==> src/hdl/catmull_rom_spline_eval_defines.svh <==
// Assertion helpers shared by the RTL; every use samples on i_clk and is
// disabled while i_rst_n is low.
`ifndef CATMULL_ROM_SPLINE_EVAL_DEFINES_SVH
`define CATMULL_ROM_SPLINE_EVAL_DEFINES_SVH

// Same-cycle implication.
`define CRSE_ASSERT_NOW(lbl, ante, cons, msg) \
    lbl: assert property (@(posedge i_clk) disable iff (!i_rst_n) (ante) |-> (cons)) \
        else $error(msg);

// Next-cycle implication.
`define CRSE_ASSERT_NEXT(lbl, ante, cons, msg) \
    lbl: assert property (@(posedge i_clk) disable iff (!i_rst_n) (ante) |=> (cons)) \
        else $error(msg);

`endif

==> src/hdl/crse_pkg.sv <==
package crse_pkg;

    // Store geometry
    localparam int MAX_KNOTS  = 32;
    localparam int KNOT_IDX_W = $clog2(MAX_KNOTS);
    localparam int BANKS      = 4;
    localparam int BANK_SEL_W = $clog2(BANKS);
    localparam int BANK_DEPTH = MAX_KNOTS / BANKS;
    localparam int BANK_AW    = $clog2(BANK_DEPTH);

    // Field widths
    localparam int KC_W   = 6;
    localparam int POS_W  = 17;
    localparam int KNOT_W = 30;
    localparam int CV_W   = 32;
    localparam int FRAC_W = 16;

    // Stream packing
    localparam int S_TDATA_W = 56;
    localparam int M_TDATA_W = CV_W;
    localparam int IDX_LSB   = 0;
    localparam int VAL_LSB   = IDX_LSB + KNOT_IDX_W;
    localparam int POS_LSB   = VAL_LSB + KNOT_W;

    // Datapath widths
    localparam int SEG_W      = KNOT_IDX_W;
    localparam int SCALED_W   = POS_W + SEG_W;
    localparam int SPAN_RAW_W = SCALED_W - FRAC_W;
    // Past the end x stays below 2^16 * (MAX_KNOTS - 2).
    localparam int X_W        = FRAC_W + $clog2(MAX_KNOTS - 2);
    localparam int C_W        = KNOT_W + 3;
    localparam int TAIL_W     = KNOT_W + 1;
    localparam int P1_W       = X_W + 1 + C_W;
    localparam int T1_W       = P1_W - FRAC_W + 1;
    localparam int A_W        = X_W + 1 + T1_W;
    localparam int B_W        = CV_W + FRAC_W;

    localparam int NSTAGE = 6;

    typedef enum logic {
        CMD_WRITE = 1'b0,
        CMD_EVAL  = 1'b1
    } t_cmd;

    typedef logic signed [KNOT_W-1:0] t_knot;

    typedef struct packed {
        logic                  en;
        logic [KNOT_IDX_W-1:0] idx;
        t_knot                 value;
    } t_knot_wr;

    typedef struct packed {
        logic                           en;
        logic [BANKS-1:0][BANK_AW-1:0] addr;
    } t_knot_rd;

    // Number of spans (n - 3) with n saturated to 4..MAX_KNOTS.
    function automatic logic [SEG_W-1:0] seg_count(input logic [KC_W-1:0] kc);
        logic [KC_W:0] n;
        n = {1'b0, kc};
        if (n < (KC_W+1)'(4)) begin
            n = (KC_W+1)'(4);
        end else if (n > (KC_W+1)'(MAX_KNOTS)) begin
            n = (KC_W+1)'(MAX_KNOTS);
        end
        return SEG_W'(n - (KC_W+1)'(3));
    endfunction

endpackage

==> src/hdl/crse_knot_store.sv <==
module crse_knot_store (
    input  logic               i_clk,
    input  crse_pkg::t_knot_wr i_wr,
    input  crse_pkg::t_knot_rd i_rd,
    output crse_pkg::t_knot    o_rd_data [crse_pkg::BANKS]
);

    // Knot i lives in bank i mod BANKS, so four neighbors hit four banks.
    for (genvar b = 0; b < crse_pkg::BANKS; b++) begin : g_bank
        crse_pkg::t_knot r_mem [crse_pkg::BANK_DEPTH];
        crse_pkg::t_knot r_rd;
        logic            w_hit;

        assign w_hit = i_wr.en
                       && (i_wr.idx[crse_pkg::BANK_SEL_W-1:0] == crse_pkg::BANK_SEL_W'(b));

        always_ff @(posedge i_clk) begin
            if (w_hit) begin
                r_mem[i_wr.idx[crse_pkg::KNOT_IDX_W-1:crse_pkg::BANK_SEL_W]] <= i_wr.value;
            end
        end

        // Hold read data while the consuming stage stalls.
        always_ff @(posedge i_clk) begin
            if (i_rd.en) begin
                r_rd <= r_mem[i_rd.addr[b]];
            end
        end

        assign o_rd_data[b] = r_rd;
    end

endmodule

==> config.mk <==
export PLATFORM = sky130hd
export DESIGN_NAME = crse_knot_store
export DESIGN_NICKNAME = d
export VERILOG_FILES = /design/src/hdl/catmull_rom_spline_eval_defines.svh /design/src/hdl/crse_pkg.sv /design/src/hdl/crse_knot_store.sv
export SDC_FILE = /design/constraint.sdc
export NUM_CORES = 1
export LEC_CHECK = 0
export BUFFER_PORTS_ARGS = -buffer_cell sky130_fd_sc_hd__buf_2
export CAP_MARGIN = 20
export CELL_PAD_IN_SITES_DETAIL_PLACEMENT = 1
export CELL_PAD_IN_SITES_GLOBAL_PLACEMENT = 1
export CORE_UTILIZATION = 59
export DETAILED_ROUTE_END_ITERATION = 8
export PLACE_DENSITY = 0.86
export REMOVE_ABC_BUFFERS = 1
export SETUP_SLACK_MARGIN = 0.2
export SLEW_MARGIN = 20
export SYNTH_ARGS = -nofsm -noshare
export SYNTH_HDL_FRONTEND = slang
export SYNTH_SLANG_ARGS = --single-unit
==> constraint.sdc <==
create_clock -name i_clk -period 7.35 [get_ports i_clk]
set_clock_uncertainty 0.15 [all_clocks]
set_input_delay 1.8375 -clock i_clk [delete_from_list [all_inputs] [get_ports i_clk]]
set_output_delay 1.8375 -clock i_clk [all_outputs]
set_load 0.01 [all_outputs]
==> flow_summary.html, run 1 <==
<table>
<tr><th>Metric</th><th>Value</th></tr>
<tr><th colspan="2">Finish</th></tr>
<tr><td>Syn-to-layout area delta</td><td>12.6%</td></tr>
<tr><td>Number of filler instances in the final layout</td><td>about 5200</td></tr>
<tr><td>Footprint of the multi-input gates</td><td>approximately 0.008 mm2</td></tr>
<tr><td>Share of layout cells above drive strength 1</td><td>0.267</td></tr>
<tr><td>Area occupied by registers</td><td>0.0324 mm2</td></tr>
<tr><td>Layout Cell Area excl Fill</td><td>0.0459 mm2</td></tr>
<tr><td>Final Net Count</td><td>1847</td></tr>
<tr><td>Finished Core Util</td><td>0.670</td></tr>
<tr><th colspan="2">Floorplan</th></tr>
<tr><td>Number of primary I/O pins</td><td>170</td></tr>
<tr><td>Effective utilization at floorplan</td><td>0.595</td></tr>
<tr><td>Area of the core</td><td>between 0.06 and 0.07 mm2</td></tr>
<tr><td>Die Y-Extent</td><td>~260 um</td></tr>
<tr><td>Standard-cell row count</td><td>96</td></tr>
<tr><td>Die X</td><td>265 um</td></tr>
<tr><td>Full die area</td><td>about 0.07 mm2</td></tr>
<tr><th colspan="2">STA</th></tr>
<tr><td>Post-route fraction of the period consumed by the critical path</td><td>0.547</td></tr>
<tr><td>Clock period minus final worst setup slack</td><td>4.02 ns</td></tr>
<tr><td>Unrepaired setup endpoints after global routing</td><td>false</td></tr>
<tr><td>Worst max-slew margin expressed relative to the limit</td><td>0.188</td></tr>
<tr><td>Hold Violations, Final</td><td>0</td></tr>
<tr><td>Setup_tns</td><td>0 ns</td></tr>
<tr><td>Fin. max-slew vios</td><td>0</td></tr>
<tr><td>Worst hold margin</td><td>0.597 ns</td></tr>
<tr><td>Finish-stage setup viols</td><td>0</td></tr>
<tr><td>Fmax</td><td>roughly 250 MHz</td></tr>
<tr><td>Worst-Margin Slew</td><td>1.21 ns</td></tr>
<tr><th colspan="2">CTS</th></tr>
<tr><td>Number of buffers inserted by post-CTS setup repair</td><td>0</td></tr>
<tr><td>Clock Sinks</td><td>1080</td></tr>
<tr><td>Number of buffers on the longest clock path</td><td>3</td></tr>
<tr><td>TritonCTS Buffers</td><td>102</td></tr>
<tr><td>H-tree levels</td><td>3</td></tr>
<tr><td>CTS tree</td><td>yes</td></tr>
<tr><td>Clock root buffer</td><td>sky130_fd_sc_hd__clkbuf_16</td></tr>
<tr><td>Number of instances resized during post-cts repair</td><td>0</td></tr>
<tr><td>Worst-path clk slew</td><td>0.07 ns</td></tr>
<tr><td>Insertion delay of the later-clocked pin in the worst-skew pair</td><td>approximately 0.65 ns</td></tr>
<tr><td>Hold-fix buffers at CTS</td><td>0</td></tr>
<tr><th colspan="2">Worst hold path</th></tr>
<tr><td>Hold-critical path depth</td><td>2</td></tr>
<tr><td>Endpoint of the worst hold-timing path</td><td>g_bank[0].r_rd[16]</td></tr>
<tr><td>Min-Delay Startpoint</td><td>g_bank[0].r_mem[7][16]</td></tr>
<tr><td>Hold Path Class</td><td>reg2reg</td></tr>
<tr><th colspan="2">Pwr</th></tr>
<tr><td>Worst supply voltage drop on vdd</td><td>0.000190 V</td></tr>
<tr><td>Power per cell area</td><td>roughly 280 mW/mm2</td></tr>
<tr><td>Net switching power</td><td>2.74 mW</td></tr>
<tr><td>Part of the power in the clock network</td><td>0.405</td></tr>
<tr><td>Combinational share of power</td><td>0.046</td></tr>
<tr><td>Static Leak</td><td>15.3 nW</td></tr>
<tr><td>Switching Share</td><td>0.216</td></tr>
<tr><td>Internal power</td><td>9.93 mW</td></tr>
<tr><td>Part of the power in registers</td><td>0.549</td></tr>
<tr><th colspan="2">Logic synthesis</th></tr>
<tr><td>Post-synth cell types</td><td>10</td></tr>
<tr><td>Number of flops mapped to enable cells by yosys</td><td>1080</td></tr>
<tr><td>#FFs+latches synth</td><td>between 1000 and 1500</td></tr>
<tr><td>Fraction of the yosys area taken by sequential cells</td><td>0.796</td></tr>
<tr><td>Most frequently used cell type in the post-synthesis netlist</td><td>sky130_fd_sc_hd__edfxtp_1</td></tr>
<tr><td>Leading cell types by count after synthesis</td><td>sky130_fd_sc_hd__edfxtp_1, sky130_fd_sc_hd__mux4_1, sky130_fd_sc_hd__mux2_2</td></tr>
<tr><td>Synthesis Warnings</td><td>0</td></tr>
<tr><td>Syn Inst Count</td><td>1553</td></tr>
<tr><td>Proportion of synthesized flip-flops having asynchronous set or reset</td><td>0</td></tr>
<tr><td>Largest cells by area after synthesis</td><td>sky130_fd_sc_hd__edfxtp_1, sky130_fd_sc_hd__mux4_1, sky130_fd_sc_hd__mux2_2</td></tr>
<tr><td>Avg Synthesized Cell Area</td><td>26.3 um2</td></tr>
<tr><td>Area leader, netlist</td><td>sky130_fd_sc_hd__edfxtp_1</td></tr>
<tr><td>Yosys top cell area share</td><td>0.796</td></tr>
<tr><td>Post-synth top flop</td><td>sky130_fd_sc_hd__edfxtp_1</td></tr>
<tr><td>Combined area of all synthesized cells</td><td>between 0.04 and 0.05 mm2</td></tr>
<tr><th colspan="2">GRT</th></tr>
<tr><td>Wire length of the first global-routing pass</td><td>~140 mm</td></tr>
<tr><td>Pin count of the biggest net entering global routing</td><td>67</td></tr>
<tr><td>All-layer global routing usage</td><td>0.278</td></tr>
<tr><td>Remaining global-route overflow</td><td>0</td></tr>
<tr><td>Number of global-route vias before repair</td><td>18700</td></tr>
<tr><td>Number of antenna violations at the first check in global routing</td><td>5</td></tr>
<tr><th colspan="2">Placement</th></tr>
<tr><td>Placer's final routability congestion estimate</td><td>around 0.7</td></tr>
<tr><td>Number of I/O port buffers</td><td>169</td></tr>
<tr><td>Cell area after placement</td><td>0.0426 mm2</td></tr>
<tr><td>HPWL reported at the end of detailed placement</td><td>46.9 mm</td></tr>
<tr><th colspan="2">Critical path</th></tr>
<tr><td>Top fanout value on the critical path</td><td>31</td></tr>
<tr><td>Worst endpoint data arrival time</td><td>4.26 ns</td></tr>
<tr><td>Reg-to-reg setup timing slack</td><td>about 5.6 ns</td></tr>
<tr><td>CP Data Required Time</td><td>about 7.6 ns</td></tr>
<tr><td>Launch point of the critical path</td><td>i_rd[3]</td></tr>
<tr><td>Logic depth of the worst register-to-register path</td><td>2</td></tr>
<tr><td>Type of origin of the critical path</td><td>input pin</td></tr>
<tr><td>Sort of element at the end of the critical path</td><td>flop</td></tr>
<tr><td>Crit Reg-Reg Endpoint</td><td>g_bank[1].r_rd[9]</td></tr>
<tr><td>Classification of the worst setup path</td><td>in2reg</td></tr>
<tr><td>Startpoint of the worst register-to-register path</td><td>g_bank[1].r_mem[0][9]</td></tr>
<tr><th colspan="2">Drt</th></tr>
<tr><td>Met2 WL</td><td>52.3 mm</td></tr>
<tr><td>1st-pass router iterations</td><td>5</td></tr>
<tr><td>Met3 Wirelength</td><td>10.1 mm</td></tr>
<tr><td>Via density</td><td>6.83</td></tr>
<tr><td>Sum of routed wire length over all layers</td><td>104 mm</td></tr>
<tr><td>Post-detailed-route DRC marker count</td><td>0</td></tr>
<tr><td>Antenna Nets Post-Route</td><td>0</td></tr>
<tr><td>Metal-1 WL</td><td>about 39 mm</td></tr>
<tr><td>Routed wirelength normalized by instance count</td><td>37.9 um</td></tr>
<tr><td>Iter 0 DRT Violations</td><td>around 2600</td></tr>
<tr><td>Via count</td><td>18800</td></tr>
<tr><td>Highest Signal Layer</td><td>met5</td></tr>
<tr><th colspan="2">Run</th></tr>
<tr><td>Max_cap viols</td><td>0</td></tr>
<tr><th colspan="2">Status</th></tr>
<tr><td>Run status</td><td>completed</td></tr>
</table>
-- flip-flops by register name, indices dropped and copies added (netlist names) --
name	cells
g_bank.r_mem	960
g_bank.r_rd	120
-- cells by family after synthesis --
group         count (synthesis)  share of synthesized area
flops                      1080                      0.796
mux                         360                      0.188
simple gates                 44                    0.00513
buf+inv                      69                     0.0115
-- critical path, cell delays in order --
cell,delay [ns]
sky130_fd_sc_hd__buf_2,0.75
sky130_fd_sc_hd__buf_4,0.62
sky130_fd_sc_hd__mux4_1,0.69
sky130_fd_sc_hd__mux2_2,0.30
-- cell type report --
class	instances	area share
antenna	2	0.000109
clock buffer	124	0.0588
clock inverter	58	0.00894
multi-input combinational	404	0.174
sequential	1080	0.706
tap	882	0.0240
timing repair buffer	209	0.0277
-- layer usage --
layer,global-route usage,vias up
li1,-,7366
met1,0.376,9861
met2,0.458,1418
met3,0.0620,181
met4,0.0905,8
met5,0,-
-- worst max path at each step --
stage               cells past startpoint  slack [ns]                     to
floorplan                               2        3.11  g_bank[0].r_mem[0][0]
global placement                        4        2.91     g_bank[1].r_rd[15]
detailed placement                      4        2.76     g_bank[1].r_rd[26]
CTS                                     4        3.43      g_bank[1].r_rd[9]
global route                            4        3.30      g_bank[1].r_rd[9]
finish                                  4        3.33      g_bank[1].r_rd[9]
-- cell usage in the layout (no fill, tap or decap) --
cell	synthesis	routed
sky130_fd_sc_hd__nor2_4	0	8
sky130_fd_sc_hd__buf_2	0	168
sky130_fd_sc_hd__clkinvlp_4	0	2
sky130_fd_sc_hd__nor2_2	0	24
sky130_fd_sc_hd__clkbuf_16	0	105
sky130_fd_sc_hd__mux4_1	240	240
sky130_fd_sc_hd__bufinv_16	0	6
sky130_fd_sc_hd__buf_6	28	1
sky130_fd_sc_hd__mux2_2	120	120
sky130_fd_sc_hd__clkinv_1	0	28
sky130_fd_sc_hd__edfxtp_1	1080	1080
sky130_fd_sc_hd__buf_16	0	4
sky130_fd_sc_hd__clkbuf_1	41	19
sky130_fd_sc_hd__clkinv_2	0	22
sky130_fd_sc_hd__diode_2	0	2
sky130_fd_sc_hd__nand3b_1	5	5
sky130_fd_sc_hd__or3_1	1	1
sky130_fd_sc_hd__buf_4	0	33
sky130_fd_sc_hd__or3b_2	4	4
sky130_fd_sc_hd__nand3_1	2	2
sky130_fd_sc_hd__buf_12	0	3
-- metrics by stage --
stage	instances	power [mW]	setup slack [ns]
floorplan	1484	7.29	3.11
global placement	2568	7.59	2.91
detailed placement	2568	7.63	2.76
CTS	2750	12.6	3.43
global route	2757	12.9	3.30
finish	2759	12.7	3.33
-- power by group through the flow --
stage	Sequential (mW)	Clock, mW	Combinational [mW]
2_1_floorplan	7.09	0	0.206
3_3_place_gp	7.08	0	0.512
3_5_place_dp	7.08	0	0.550
4_1_cts	6.96	5.07	0.567
5_1_grt	6.96	5.33	0.598
6_report	6.96	5.13	0.581
Note: power is estimated with default switching activity, not from simulation.
==> run 2: changes to the inputs <==
Settings changed: CORE_UTILIZATION 59 to 50, PLACE_DENSITY 0.86 to 0.77.
Clock period 7.35 ns to 3.36 ns, I/O delays scaled along.
==> run 2 against run 1 <==
Net effect:
- utilization decreased by 9.1 points
- register-to-register slack got worse by 3.9 ns
- flip-flop and latch count unchanged
- worst setup slack worse by 2.3 ns
- final cell count grew 7.1%
- via count is 6.1% lower
- global-route usage decreased by 5.7 points
- hold slack worse by 0.083 ns
==> flow_summary.html, run 2 (synthesis results as in run 1) <==
<table>
<tr><th>Metric</th><th>Value</th></tr>
<tr><th colspan="2">STA</th></tr>
<tr><td>Fmax</td><td>427 MHz</td></tr>
<tr><td>Finish-stage setup viols</td><td>0 (unchanged)</td></tr>
<tr><td>Fin. max-slew vios</td><td>0 (unchanged)</td></tr>
<tr><td>Final setup slack of the worst path</td><td>1.02 ns (was 3.33 ns)</td></tr>
<tr><td>Worst max-slew margin expressed relative to the limit</td><td>0.409 (was 0.188)</td></tr>
<tr><td>Hold Violations, Final</td><td>0 (unchanged)</td></tr>
<tr><td>Unrepaired setup endpoints after global routing</td><td>false (unchanged)</td></tr>
<tr><td>Clock period minus final worst setup slack</td><td>between 2 and 2.5 ns</td></tr>
<tr><td>Post-route fraction of the period consumed by the critical path</td><td>0.697</td></tr>
<tr><td>Worst-Margin Slew</td><td>0.883 ns (was 1.21 ns)</td></tr>
<tr><td>Setup_tns</td><td>0 ns (unchanged)</td></tr>
<tr><th colspan="2">Placement</th></tr>
<tr><td>Post-Place Cells</td><td>2764 (was 2568)</td></tr>
<tr><td>Placer's final routability congestion estimate</td><td>0.694 (was 0.714)</td></tr>
<tr><td>Post-placement worst setup slack</td><td>0.372 ns (was 2.76 ns)</td></tr>
<tr><td>HPWL reported at the end of detailed placement</td><td>47.8 mm (was 46.9 mm)</td></tr>
<tr><td>Number of I/O port buffers</td><td>169 (unchanged)</td></tr>
<tr><th colspan="2">Finish</th></tr>
<tr><td>Area occupied by registers</td><td>0.0324 mm2 (unchanged)</td></tr>
<tr><td>Share of layout cells above drive strength 1</td><td>0.274 (was 0.267)</td></tr>
<tr><td>Final non-filler cell total</td><td>2956 (was 2759)</td></tr>
<tr><td>Most frequent standard cell in the layout excluding fill and tap cells</td><td>sky130_fd_sc_hd__edfxtp_1 (unchanged)</td></tr>
<tr><td>Footprint of the multi-input gates</td><td>0.00801 mm2 (was 0.00799 mm2)</td></tr>
<tr><td>Number of filler instances in the final layout</td><td>6478 (was 5172)</td></tr>
<tr><td>Flip-flop count of the largest register, all copies and words added</td><td>960 (unchanged)</td></tr>
<tr><td>Syn-to-layout area delta</td><td>14.5% (was 12.6%)</td></tr>
<tr><td>Most frequent cells in the layout</td><td>sky130_fd_sc_hd__edfxtp_1, sky130_fd_sc_hd__mux4_1, sky130_fd_sc_hd__buf_2 (unchanged)</td></tr>
<tr><td>Final Net Count</td><td>1859 (was 1847)</td></tr>
<tr><th colspan="2">CTS</th></tr>
<tr><td>Insertion delay of the later-clocked pin in the worst-skew pair</td><td>0.66 ns (was 0.65 ns)</td></tr>
<tr><td>H-tree levels</td><td>3 (unchanged)</td></tr>
<tr><td>Hold-fix buffers at CTS</td><td>0 (unchanged)</td></tr>
<tr><td>Clock Sinks</td><td>1080 (unchanged)</td></tr>
<tr><td>TritonCTS Buffers</td><td>103 (was 102)</td></tr>
<tr><td>Number of buffers on the longest clock path</td><td>3 (unchanged)</td></tr>
<tr><td>CTS tree</td><td>yes (unchanged)</td></tr>
<tr><td>Number of buffers inserted by post-CTS setup repair</td><td>0 (unchanged)</td></tr>
<tr><td>Number of instances resized during post-cts repair</td><td>0 (unchanged)</td></tr>
<tr><td>Worst-path clk slew</td><td>0.06 ns (was 0.07 ns)</td></tr>
<tr><td>Clock root buffer</td><td>sky130_fd_sc_hd__clkbuf_16 (unchanged)</td></tr>
<tr><th colspan="2">GRT</th></tr>
<tr><td>All-layer global routing usage</td><td>0.221 (was 0.278)</td></tr>
<tr><td>Grt peak-use layer</td><td>met2 (unchanged)</td></tr>
<tr><td>Grt met3 use</td><td>0.0366 (was 0.0620)</td></tr>
<tr><td>Pin count of the biggest net entering global routing</td><td>61 (was 67)</td></tr>
<tr><td>Wire length of the first global-routing pass</td><td>129 mm (was 135 mm)</td></tr>
<tr><td>Met1 routing resource usage after global routing</td><td>0.300 (was 0.376)</td></tr>
<tr><td>Global-route track usage on met2</td><td>0.371 (was 0.458)</td></tr>
<tr><td>Number of antenna violations at the first check in global routing</td><td>10 (was 5)</td></tr>
<tr><td>Number of global-route vias before repair</td><td>18700 (about the same)</td></tr>
<tr><td>Remaining global-route overflow</td><td>0 (unchanged)</td></tr>
<tr><th colspan="2">Drt</th></tr>
<tr><td>Routed wirelength normalized by instance count</td><td>30.8 um (was 37.9 um)</td></tr>
<tr><td>Iter 0 DRT Violations</td><td>1300 (was 2553)</td></tr>
<tr><td>Antenna Nets Post-Route</td><td>0 (unchanged)</td></tr>
<tr><td>1st-pass router iterations</td><td>5 (unchanged)</td></tr>
<tr><td>Via density</td><td>5.98 (was 6.83)</td></tr>
<tr><td>Via count</td><td>17700 (was 18800)</td></tr>
<tr><td>Sum of routed wire length over all layers</td><td>91.1 mm (was 104 mm)</td></tr>
<tr><td>Post-detailed-route DRC marker count</td><td>0 (unchanged)</td></tr>
<tr><th colspan="2">Worst hold path</th></tr>
<tr><td>Hold Path Class</td><td>in2reg (was reg2reg)</td></tr>
<tr><th colspan="2">Critical path</th></tr>
<tr><td>Delay of the slowest cell on the worst path</td><td>0.50 ns (was 0.75 ns)</td></tr>
<tr><td>Worst Path Buf+Inv</td><td>1 (was 2)</td></tr>
<tr><td>Classification of the worst setup path</td><td>reg2out (was in2reg)</td></tr>
<tr><td>CP Data Required Time</td><td>2.37 ns (was 7.59 ns)</td></tr>
<tr><td>Type of origin of the critical path</td><td>flop (was input pin)</td></tr>
<tr><td>CP max stage cell</td><td>sky130_fd_sc_hd__edfxtp_1 (was sky130_fd_sc_hd__buf_2)</td></tr>
<tr><td>Cell-by-cell listing of the critical path</td><td>buf_2 (was buf_2, buf_4, mux4_1, mux2_2)</td></tr>
<tr><td>Worst endpoint data arrival time</td><td>1.35 ns (was 4.26 ns)</td></tr>
<tr><td>Critical path's top delay family</td><td>flip-flops (was buffers and inverters)</td></tr>
<tr><td>Sort of element at the end of the critical path</td><td>output port (was flop)</td></tr>
<tr><td>Top fanout value on the critical path</td><td>1 (was 31)</td></tr>
<tr><th colspan="2">Run</th></tr>
<tr><td>Max_cap viols</td><td>0 (unchanged)</td></tr>
<tr><th colspan="2">Pwr</th></tr>
<tr><td>Combinational share of power</td><td>0.045 (was 0.046)</td></tr>
<tr><td>Static Leak</td><td>15.5 nW (was 15.3 nW)</td></tr>
<tr><td>Part of the power in registers</td><td>0.550 (was 0.549)</td></tr>
<tr><td>Worst supply voltage drop on vdd</td><td>0.000381 V (was 0.000190 V)</td></tr>
<tr><td>Net switching power</td><td>5.69 mW (was 2.74 mW)</td></tr>
<tr><td>Switching Share</td><td>0.206 (was 0.216)</td></tr>
<tr><td>Part of the power in the clock network</td><td>0.406 (was 0.405)</td></tr>
<tr><td>Internal power</td><td>22.0 mW (was 9.93 mW)</td></tr>
<tr><td>Power per cell area</td><td>593 mW/mm2 (was 276 mW/mm2)</td></tr>
<tr><td>Total power of the final layout</td><td>27.7 mW (was 12.7 mW)</td></tr>
<tr><th colspan="2">Floorplan</th></tr>
<tr><td>Effective utilization at floorplan</td><td>0.506 (was 0.595)</td></tr>
<tr><td>Number of primary I/O pins</td><td>170 (unchanged)</td></tr>
<tr><td>Full die area</td><td>0.0827 mm2 (was 0.0702 mm2)</td></tr>
<tr><td>Die X</td><td>288 um (was 265 um)</td></tr>
<tr><td>Standard-cell row count</td><td>104 (was 96)</td></tr>
<tr><td>Area of the core</td><td>0.0805 mm2 (was 0.0685 mm2)</td></tr>
<tr><td>Die Y-Extent</td><td>288 um (was 265 um)</td></tr>
<tr><th colspan="2">Status</th></tr>
<tr><td>Run status</td><td>completed (unchanged)</td></tr>
</table>
## run 2: routing by layer
metal	up-vias	share of wire
met2	627	0.50
met4	10	0.023
met1	9484	0.41
met5	-	0.00068
li1	7432	-
met3	124	0.065
## run 2: power groups by stage
stage | registers, mW | logic [mW] | clock network (mW)
2_1_floorplan | 15.5 | 0.451 | 0
3_3_place_gp | 15.5 | 1.19 | 0
3_5_place_dp | 15.5 | 1.26 | 0
4_1_cts | 15.2 | 1.26 | 11.4
5_1_grt | 15.2 | 1.32 | 11.8
6_report | 15.2 | 1.24 | 11.2
## run 2: per-stage QoR
step	cell area (um2)	util	hold slack, ns
2_1_floorplan	40300	-	0.566
3_3_place_gp	43400	0.539	0.573
3_5_place_dp	43400	0.539	0.585
4_1_cts	46700	0.580	0.493
5_1_grt	46700	0.580	0.516
6_report	46700	0.580	0.514
## run 2: layout make-up
type                       instances  share of cell area
sequential                      1080               0.695
multi-input combinational        404               0.172
clock buffer                     133              0.0594
timing repair buffer             220              0.0358
tap                             1060              0.0284
clock inverter                    54             0.00994
antenna                            5            0.000268
## run 2: worst paths after layout
| check | from | depth (start not counted) | endpoint | slack [ns] |
|---|---|---|---|---|
| setup / recovery | g_bank[3].r_rd[2] | 1 | o_rd_data[2] | 1.02 |
| hold / removal | i_rd[12] | 1 | g_bank[2].r_rd[28] | 0.51 |
| setup reg to reg | g_bank[0].r_mem[2][14] | 2 | g_bank[0].r_rd[14] | 1.71 |
| hold reg to reg | g_bank[2].r_mem[0][28] | 2 | g_bank[2].r_rd[28] | 0.60 |
## run 2: worst reg2reg max path: cells and delay by family (launching register included)
| family | cells | cell delay, ns |
|---|---|---|
| mux | 2 | 0.87 |
| flops | 1 | 0.39 |
==> run 3: changes to the inputs <==
Settings changed: CORE_UTILIZATION 50 to 55, PLACE_DENSITY 0.77 to 0.81.
Clock period 3.36 ns to 2.2 ns, I/O delays scaled along.
==> run 3 against run 2 <==
Net effect:
- final cell count decreased by 2.9%
- worst setup slack worse by 0.83 ns
- total power rose by 53%
- critical path type unchanged
- count of clock-buffer cells in the layout down 5
- die area fell by 9.0%
- clock power up 52%
- sequential share of layout area is 0.44 points lower
- final area grew 0.64%
- the flow now finishes with violations (design-rule violations)
- hold slack lost 0.35 ns
- via count is 2.5% higher
- first-iteration DRC count is 38% higher
==> flow_summary.html, run 3 (synthesis results as in run 1) <==
<table>
<tr><th>Metric</th><th>Value</th></tr>
<tr><th colspan="2">CTS</th></tr>
<tr><td>Number of buffers inserted by post-CTS setup repair</td><td>0 (unchanged)</td></tr>
<tr><td>Insertion delay of the later-clocked pin in the worst-skew pair</td><td>0.65 ns (was 0.66 ns)</td></tr>
<tr><td>Clock Sinks</td><td>1080 (unchanged)</td></tr>
<tr><td>Clock root buffer</td><td>sky130_fd_sc_hd__clkbuf_16 (unchanged)</td></tr>
<tr><td>Hold-fix buffers at CTS</td><td>0 (unchanged)</td></tr>
<tr><td>CTS tree</td><td>yes (unchanged)</td></tr>
<tr><td>TritonCTS Buffers</td><td>101 (was 103)</td></tr>
<tr><td>H-tree levels</td><td>3 (unchanged)</td></tr>
<tr><td>Worst-path clk slew</td><td>0.07 ns (was 0.06 ns)</td></tr>
<tr><td>Number of buffers on the longest clock path</td><td>3 (unchanged)</td></tr>
<tr><th colspan="2">Pwr</th></tr>
<tr><td>Power per cell area</td><td>899 mW/mm2 (was 593 mW/mm2)</td></tr>
<tr><td>Worst supply voltage drop on vdd</td><td>0.000554 V (was 0.000381 V)</td></tr>
<tr><td>Static Leak</td><td>15.7 nW (was 15.5 nW)</td></tr>
<tr><td>Switching Share</td><td>0.204 (was 0.206)</td></tr>
<tr><td>Part of the power in registers</td><td>0.550 (about the same)</td></tr>
<tr><td>Total power of the final layout</td><td>42.2 mW (was 27.7 mW)</td></tr>
<tr><td>Combinational share of power</td><td>0.047 (was 0.045)</td></tr>
<tr><td>Net switching power</td><td>8.60 mW (was 5.69 mW)</td></tr>
<tr><td>Part of the power in the clock network</td><td>0.403 (was 0.406)</td></tr>
<tr><td>Internal power</td><td>33.6 mW (was 22.0 mW)</td></tr>
<tr><th colspan="2">Run</th></tr>
<tr><td>Max_cap viols</td><td>0 (unchanged)</td></tr>
<tr><th colspan="2">STA</th></tr>
<tr><td>Final setup slack of the worst path</td><td>0.186 ns (was 1.02 ns)</td></tr>
<tr><td>Worst hold margin</td><td>0.166 ns (was 0.514 ns)</td></tr>
<tr><td>Clock period minus final worst setup slack</td><td>2.01 ns</td></tr>
<tr><td>Finish-stage setup viols</td><td>0 (unchanged)</td></tr>
<tr><td>Post-route fraction of the period consumed by the critical path</td><td>0.916</td></tr>
<tr><td>Fmax</td><td>496 MHz</td></tr>
<tr><td>Worst max-slew margin expressed relative to the limit</td><td>0.417 (was 0.409)</td></tr>
<tr><td>Fin. max-slew vios</td><td>0 (unchanged)</td></tr>
<tr><td>Worst-Margin Slew</td><td>0.874 ns (was 0.883 ns)</td></tr>
<tr><td>Hold Violations, Final</td><td>0 (unchanged)</td></tr>
<tr><td>Unrepaired setup endpoints after global routing</td><td>true (was false)</td></tr>
<tr><th colspan="2">Drt</th></tr>
<tr><td>Antenna Nets Post-Route</td><td>0 (unchanged)</td></tr>
<tr><td>1st-pass router iterations</td><td>7 (was 5)</td></tr>
<tr><td>Post-detailed-route DRC marker count</td><td>20 (was 0)</td></tr>
<tr><td>Via count</td><td>18100 (was 17700)</td></tr>
<tr><td>Via density</td><td>6.31 (was 5.98)</td></tr>
<tr><td>Iter 0 DRT Violations</td><td>1791 (was 1300)</td></tr>
<tr><td>Sum of routed wire length over all layers</td><td>95.8 mm (was 91.1 mm)</td></tr>
<tr><td>Routed wirelength normalized by instance count</td><td>33.4 um (was 30.8 um)</td></tr>
<tr><th colspan="2">Critical path</th></tr>
<tr><td>Reg-to-reg setup timing slack</td><td>0.49 ns (was 1.71 ns)</td></tr>
<tr><td>Logic depth of the worst register-to-register path</td><td>2 (unchanged)</td></tr>
<tr><td>Total number of cells along the worst setup path</td><td>1 (unchanged)</td></tr>
<tr><td>Worst endpoint data arrival time</td><td>1.31 ns (was 1.35 ns)</td></tr>
<tr><td>Critical path's top delay family</td><td>flip-flops (unchanged)</td></tr>
<tr><td>Worst Path Buf+Inv</td><td>1 (unchanged)</td></tr>
<tr><td>Delay of the slowest cell on the worst path</td><td>0.48 ns (was 0.50 ns)</td></tr>
<tr><td>CP max stage cell</td><td>sky130_fd_sc_hd__edfxtp_1 (unchanged)</td></tr>
<tr><td>CP Data Required Time</td><td>1.50 ns (was 2.37 ns)</td></tr>
<tr><td>Type of origin of the critical path</td><td>flop (unchanged)</td></tr>
<tr><td>Top fanout value on the critical path</td><td>1 (unchanged)</td></tr>
<tr><td>Cell-by-cell listing of the critical path</td><td>buf_2 (unchanged)</td></tr>
<tr><td>Classification of the worst setup path</td><td>reg2out (unchanged)</td></tr>
<tr><td>Sort of element at the end of the critical path</td><td>output port (unchanged)</td></tr>
<tr><th colspan="2">GRT</th></tr>
<tr><td>Pin count of the biggest net entering global routing</td><td>39 (was 61)</td></tr>
<tr><td>All-layer global routing usage</td><td>0.258 (was 0.221)</td></tr>
<tr><td>Wire length of the first global-routing pass</td><td>134 mm (was 129 mm)</td></tr>
<tr><td>Number of antenna violations at the first check in global routing</td><td>8 (was 10)</td></tr>
<tr><td>Grt met3 use</td><td>0.0502 (was 0.0366)</td></tr>
<tr><td>Met1 routing resource usage after global routing</td><td>0.342 (was 0.300)</td></tr>
<tr><td>Grt peak-use layer</td><td>met2 (unchanged)</td></tr>
<tr><td>Number of global-route vias before repair</td><td>18900 (was 18700)</td></tr>
<tr><td>Remaining global-route overflow</td><td>0 (unchanged)</td></tr>
<tr><td>Global-route track usage on met2</td><td>0.435 (was 0.371)</td></tr>
<tr><th colspan="2">Floorplan</th></tr>
<tr><td>Effective utilization at floorplan</td><td>0.557 (was 0.506)</td></tr>
<tr><td>Die X</td><td>274 um (was 288 um)</td></tr>
<tr><td>Die Y-Extent</td><td>274 um (was 288 um)</td></tr>
<tr><td>Full die area</td><td>0.0752 mm2 (was 0.0827 mm2)</td></tr>
<tr><td>Area of the core</td><td>0.0732 mm2 (was 0.0805 mm2)</td></tr>
<tr><td>Standard-cell row count</td><td>99 (was 104)</td></tr>
<tr><td>Number of primary I/O pins</td><td>170 (unchanged)</td></tr>
<tr><th colspan="2">Placement</th></tr>
<tr><td>Number of I/O port buffers</td><td>169 (unchanged)</td></tr>
<tr><td>HPWL reported at the end of detailed placement</td><td>50.2 mm (was 47.8 mm)</td></tr>
<tr><td>Placer's final routability congestion estimate</td><td>0.698 (was 0.694)</td></tr>
<tr><td>Post-placement worst setup slack</td><td>-0.153 ns (was 0.372 ns)</td></tr>
<tr><th colspan="2">Worst hold path</th></tr>
<tr><td>Hold-critical path depth</td><td>1 (unchanged)</td></tr>
<tr><td>Hold Path Class</td><td>in2reg (unchanged)</td></tr>
<tr><th colspan="2">Finish</th></tr>
<tr><td>Most frequent standard cell in the layout excluding fill and tap cells</td><td>sky130_fd_sc_hd__edfxtp_1 (unchanged)</td></tr>
<tr><td>Share of layout cells above drive strength 1</td><td>0.285 (was 0.274)</td></tr>
<tr><td>Flip-flop count of the largest register, all copies and words added</td><td>960 (unchanged)</td></tr>
<tr><td>Most frequent cells in the layout</td><td>sky130_fd_sc_hd__edfxtp_1, sky130_fd_sc_hd__mux4_1, sky130_fd_sc_hd__buf_2 (unchanged)</td></tr>
<tr><td>Syn-to-layout area delta</td><td>15.3% (was 14.5%)</td></tr>
<tr><td>Diode insertion count for antenna repair</td><td>0 (was 5)</td></tr>
<tr><td>Final Net Count</td><td>1886 (was 1859)</td></tr>
<tr><th colspan="2">Status</th></tr>
<tr><td>Violations in the final reports</td><td>design-rule violations</td></tr>
<tr><td>Run status</td><td>finished with violations (was completed)</td></tr>
</table>
run 3: cell types whose count changed in the layout (fill, tap and decap cells not counted), sizes merged:
cell,change
bufinv,+2
inv,-4
buf,+29
clkinv,-1
clkbuf,-5
clkinvlp,-1
diode,-5
run 3: layer usage:
layer  vias to the layer above  wire (um)
met5                         -         61
met2                       817      48900
li1                       7462          -
met3                       174       6810
met4                        12       2800
met1                      9650      37200
run 3: stage by stage:
stage	instance area [um2]	util	setup TNS (ns)	std cells
final	47000	0.642	0	2870
after global routing	47000	0.642	0	2870
after CTS	47000	0.642	0	2870
after detailed placement	43800	0.598	-18.06	2692
after global placement	43800	0.598	-2.52	2692
after floorplan	40300	-	-606.74	1484
run 3: worst paths after layout:
kind / from / end
setup / recovery: g_bank[3].r_rd[2] / o_rd_data[2]
setup reg to reg: g_bank[1].r_mem[3][11] / g_bank[1].r_rd[11]
hold reg to reg: g_bank[3].r_mem[2][11] / g_bank[3].r_rd[11]
hold / removal: i_rd[12] / g_bank[2].r_rd[4]
run 3: power by group through the flow:
stage                     sequential, mW  combinational [mW]  clock, mW
after CTS                           23.2                2.01       17.3
after global routing                23.3                2.10       17.9
after global placement              23.6                1.85          0
after detailed placement            23.7                1.96          0
after floorplan                     23.7               0.689          0
final                               23.2                1.99       17.0
run 3: repair_timing:
action                                  4_1_cts  5_1_grt
resized for setup                             0        2
pin swaps                                     0        0
endpoints found under the setup margin       12       10
run 3: final cells by class:
type,count,area (um2)
sequential,1080,32400
fill,5602,26200
timing repair buffer,249,2220
clock inverter,50,465
clock buffer,128,2710
multi-input combinational,404,7970
tap,959,1200
